File: src/rtl/core/mrwf_pkg.sv
// Package: shared constants and types of the masked rank filter.
`timescale 1ns / 1ps
package mrwf_pkg;
   localparam int MaxWindow = 5;
   localparam int MaxWidth  = 1024;
   localparam int MaxHeight = 1024;
   localparam int WinTaps   = MaxWindow * MaxWindow;
   localparam int ColW      = $clog2(MaxWidth);
   localparam int RowW      = $clog2(MaxHeight);
   localparam int LineSelW  = $clog2(MaxWindow);
   localparam int TapIdxW   = $clog2(WinTaps + 1);

   localparam logic [2:0] CsrImageWidth  = 3'd0;
   localparam logic [2:0] CsrImageHeight = 3'd1;
   localparam logic [2:0] CsrWindowRows  = 3'd2;
   localparam logic [2:0] CsrWindowCols  = 3'd3;
   localparam logic [2:0] CsrApertureMask = 3'd4;
   localparam logic [2:0] CsrRankSelect  = 3'd5;

   typedef logic [7:0] pixel_type;

   typedef struct packed {
      logic [7:0] value;
      logic       mask;
   } tap_type;

   typedef struct packed {
      logic       last_col;
      logic       last_frame;
      logic [4:0] rank;
   } tag_type;
endpackage

File: src/rtl/core/mrwf_rank_cell.sv
// Rank cell: holds one sorted slot and passes its displaced value to the next.
`timescale 1ns / 1ps
module mrwf_rank_cell import mrwf_pkg::*; (
   input  logic      clock,
   input  logic      clear,
   input  logic      ins_valid,
   input  pixel_type ins_value,
   input  logic      prev_full,
   input  pixel_type prev_value,
   input  logic      prev_takes,
   output logic      full,
   output pixel_type value,
   output logic      takes
);
   logic      full_ff, full_in;
   pixel_type value_ff, value_in;

   // A cell takes the new value when it holds a larger one, or when it is the first empty one.
   assign takes = ins_valid && (full_ff ? (value_ff > ins_value) : prev_full);

   always_comb begin
      full_in  = full_ff;
      value_in = value_ff;
      if (clear) begin
         full_in = 1'b0;
      end else if (takes) begin
         full_in  = 1'b1;
         value_in = prev_takes ? prev_value : ins_value;
      end
   end

   always_ff @(posedge clock) begin
      full_ff  <= full_in;
      value_ff <= value_in;
   end

   assign full  = full_ff;
   assign value = value_ff;
endmodule

File: src/rtl/core/mrwf_rank_chain.sv
// Rank chain: row of insertion cells that sorts the masked taps one per cycle.
`timescale 1ns / 1ps
module mrwf_rank_chain import mrwf_pkg::*; (
   input  logic      clock,
   input  logic      clear,
   input  logic      ins_valid,
   input  pixel_type ins_value,
   input  logic [4:0] rank,
   output logic      hit,
   output pixel_type pick
);
   logic      full_w  [WinTaps];
   pixel_type value_w [WinTaps];
   logic      takes_w [WinTaps];

   for (genvar g = 0; g < WinTaps; g++) begin : g_cell
      logic      pf;
      pixel_type pv;
      logic      pt;
      if (g == 0) begin : g_first
         assign pf = 1'b1;
         assign pv = '0;
         assign pt = 1'b0;
      end else begin : g_rest
         assign pf = full_w[g-1];
         assign pv = value_w[g-1];
         assign pt = takes_w[g-1];
      end
      mrwf_rank_cell u_cell (
         .clock(clock), .clear(clear), .ins_valid(ins_valid), .ins_value(ins_value),
         .prev_full(pf), .prev_value(pv), .prev_takes(pt),
         .full(full_w[g]), .value(value_w[g]), .takes(takes_w[g])
      );
   end

   always_comb begin
      hit  = 1'b0;
      pick = '0;
      for (int c = 0; c < WinTaps; c++) begin
         if (rank == 5'(c + 1) && full_w[c]) begin
            hit  = 1'b1;
            pick = value_w[c];
         end
      end
   end
endmodule

File: config.mk
export PLATFORM = sky130hd
export DESIGN_NAME = mrwf_rank_chain
export DESIGN_NICKNAME = d
export VERILOG_FILES = /design/src/rtl/core/mrwf_pkg.sv /design/src/rtl/core/mrwf_rank_cell.sv /design/src/rtl/core/mrwf_rank_chain.sv
export SDC_FILE = /design/constraint.sdc
export NUM_CORES = 1
export LEC_CHECK = 0
export BUFFER_PORTS_ARGS = -buffer_cell sky130_fd_sc_hd__buf_2
export CORE_ASPECT_RATIO = 0.8
export CORE_MARGIN = 1.5
export CORE_UTILIZATION = 53
export CTS_CLUSTER_SIZE = 40
export DETAILED_ROUTE_END_ITERATION = 16
export GPL_TIMING_DRIVEN = 0
export PLACE_DENSITY_LB_ADDON = 0.15
export REMOVE_ABC_BUFFERS = 1
export SLEW_MARGIN = 20
export SYNTH_ARGS = -nofsm -noshare
export SYNTH_HDL_FRONTEND = slang
export SYNTH_SLANG_ARGS = --single-unit
File: constraint.sdc
create_clock -name clock -period 7.17 [get_ports clock]
set_clock_uncertainty 0.05 [all_clocks]
set_input_delay 1.434 -clock clock [delete_from_list [all_inputs] [get_ports clock]]
set_output_delay 1.434 -clock clock [all_outputs]
set_load 0.01 [all_outputs]
==> run_results.csv <==
group,metric,value,unit
finish,layout.cells.non_filler,1846,
critical_path,crit_path_max_fanout,9,
floorplan,core_area,29400,um^2
place,place.gp.congestion,0.979,
clock_tree,path_clk_slew,60,ps
global_routing,first_global_vias,12100,
floorplan,num_io_pins,25,
synth,synth_seq_cells,225,
finish,layout_common_cells,"ha_1, edfxtp_1, mux2_2",
clock_tree,ctsResizeCount,0,
finish,drive_gt1_frac,0.191,
clock_tree,ctsHoldBuffers,0,
sta,tightest_slew,989,ps
synth,yosys.area.top_type,"edfxtp_1",
worst_hold_path,holdPathEnd,"g_cell[24].u_cell.full$_SDFFE_PP0P_",
power,cellLeakagePower,6.61,nW
critical_path,crit_arrival,4400,ps
critical_path,ff2ff_path_depth,8,
sta,rsz0062_at_grt,"no",
synth,synth_edf_count,200,
sta,min_period,5880,ps
finish,final_cell_area,17200,um^2
critical_path,ff2ff_setup_slack,4370,ps
clock_tree,cts_htree_levels,1,
critical_path,end_kind,"output port",
clock_tree,cts_tree,"yes",
routing,num_vias,12900,
routing,drt_first_iter_violations,1828,
place,post_dp_cell_area,16400,um^2
finish,area_delta_synth_final,7.96,%
worst_hold_path,hp-class,"reg -> reg",
synth,ys_types,62,
global_routing,grtUsageTotal,0.336,
synth,synth_top_area_frac,0.377,
place,hpwl,36300,um
sta,finalCritPeriodShare,0.820,
routing,drc_errors,0,
synth,ys.flop_type,"edfxtp_1",
floorplan,num_rows,56,
power,p_per_area,179,nW/um^2
sta,max_slew_margin,0.340,
place,placed_cells,1797,
clock_tree,clock-sinks,225,
floorplan,die-area,31100,um^2
routing,wire_per_inst,28.1,um
power,ir_drop,0.182,mV
synth,yosysWarnings,0,
worst_hold_path,whs_path_depth,2,
global_routing,grt_antenna_before_repair,1,
routing,via_per_inst,6.99,
floorplan,initial_core_util,0.542,
synth,netlist_area,15900,um^2
synth,syn_avg_cell_area,10.9,um^2
critical_path,r2r-start,"g_cell[22].u_cell.value[1]$_DFFE_PP_",
sta,fmax,170,MHz
run_status,status,"complete, no violations",
clock_tree,clock_path_buffers,3,
clock_tree,clkLatencyLatePin,560,ps
synth,async_flop_share,0,
global_routing,grt_max_degree,51,
critical_path,worstSetupPathType,"in -> out",
clock_tree,cts-root-buf,"clkbuf_16",
routing,ant_nets,0,
synth,synthTopCellsByArea,"edfxtp_1, ha_1, mux2_2",
finish,nets,1664,
global_routing,grt-ovfl-total,0,
synth,netlist_instances,1463,
clock_tree,cts_made_buffers,26,
routing,drt_pass1_iterations,7,
critical_path,reg2reg_to,"g_cell[23].u_cell.value[6]$_DFFE_PP_",
critical_path,required,5690,ps
floorplan,fp.dieW,197,um
global_routing,grt_first_pass_wirelength,77000,um
floorplan,dieHeight,158,um
worst_hold_path,min-delay-start,"g_cell[24].u_cell.full$_SDFFE_PP0P_",
sta,finalSetupViolations,0,
clock_tree,cts_setup_buffers,0,
routing,postRouteWirelength,51800,um
place,port_buffers,24,
sta,timing.final.hold_violations,0,
synth,synth-seq-area-share,0.408,
sta,setup_tns,0,ps
sta,drv_slew,0,
job,cap_viol_max_count,0,
critical_path,cp-start-kind,"input port",
-- per-layer routing --
layer	global-route usage	vias to the layer above	wire (um)
met5	0	-	0
li1	-	5666	-
met1	0.516	6339	23100
met3	0.0850	102	6970
met4	0.104	0	1330
met2	0.454	800	20400
-- worst max-delay path by stage --
stage	cells past startpoint	endpoint	startpoint	slack (ps)
after CTS	9	pick[2]	rank[0]	1460
final	9	pick[2]	rank[0]	1290
after floorplan	7	pick[7]	rank[0]	2180
after global routing	9	pick[2]	rank[0]	1200
after global placement	8	pick[0]	rank[0]	360
after detailed placement	9	pick[2]	rank[0]	1470
-- worst max-delay path, stage by stage --
cell and delay, ps:
buf_2 150, nor2b_1 800, and3_1 550, a222oi_1 150, and3_1 230, nor4_1 420
o21ai_1 200, a22oi_1 280, buf_2 180
-- through the flow --
stage / worst slack, ps / power, W / util / hold slack, ps
detailed placement: 1470 / 0.00178 / 0.557 / 478
finish: 1290 / 0.00308 / 0.585 / 502
floorplan: 2180 / 0.00166 / - / 434
CTS: 1460 / 0.00308 / 0.585 / 494
global route: 1200 / 0.00317 / 0.585 / 533
global placement: 363 / 0.00176 / 0.551 / 472
-- cell type report --
class / count / area [um^2]
inverter: 44 / 165
sequential: 225 / 6510
multi-input combinational: 1119 / 8960
timing repair buffer: 32 / 285
clock buffer: 46 / 817
clock inverter: 2 / 10.0
fill: 2524 / 12200
tap: 377 / 472
antenna: 1 / 2.50
-- report_power, final --
group	internal, W	switching (W)	leakage (nW)
logic	0.000131	0.000185	4.20
clock network	0.000764	0.000559	0.405
registers	0.00144	0.0000105	2.00
-- registers in the layout, indices dropped and copies added (netlist names) --
register	count
g_cell.u_cell.full	25
g_cell.u_cell.value	200
-- synth_stat cells (3+ instances only) --
cell type and n:
a211oi_1 7, a21o_1 28, a21oi_1 99, a221o_1 4, a221oi_1 13, a222oi_1 10
a22o_1 3, a22oi_1 21, a2bb2oi_1 12, and3_1 21, buf_2 9, buf_6 4
clkbuf_1 57, dfxtp_1 25, edfxtp_1 200, ha_1 200, inv_1 44, mux2_2 192
nand2_1 71, nand2b_1 5, nand3_1 70, nand4_1 8, nor2_1 99, nor2b_1 52
nor3_1 4, nor3b_1 22, nor4_1 4, o211ai_1 5, o21a_1 4, o21ai_0 58
o21ai_1 5, o221ai_1 13, o22a_1 12, o22ai_1 21, o311ai_0 22, or4_1 3
-- cell families after synthesis --
logic type | count (synthesis) | share of synthesized area
AND/OR/NAND/NOR | 380 | 0.123
multiplexers | 192 | 0.136
flip-flops | 225 | 0.408
adder cells (fa/ha/maj) | 200 | 0.157
buffers and inverters | 119 | 0.0312
AO/OA/AOI/OAI | 347 | 0.146
No activity file was read; power rests on OpenSTA's default activity.
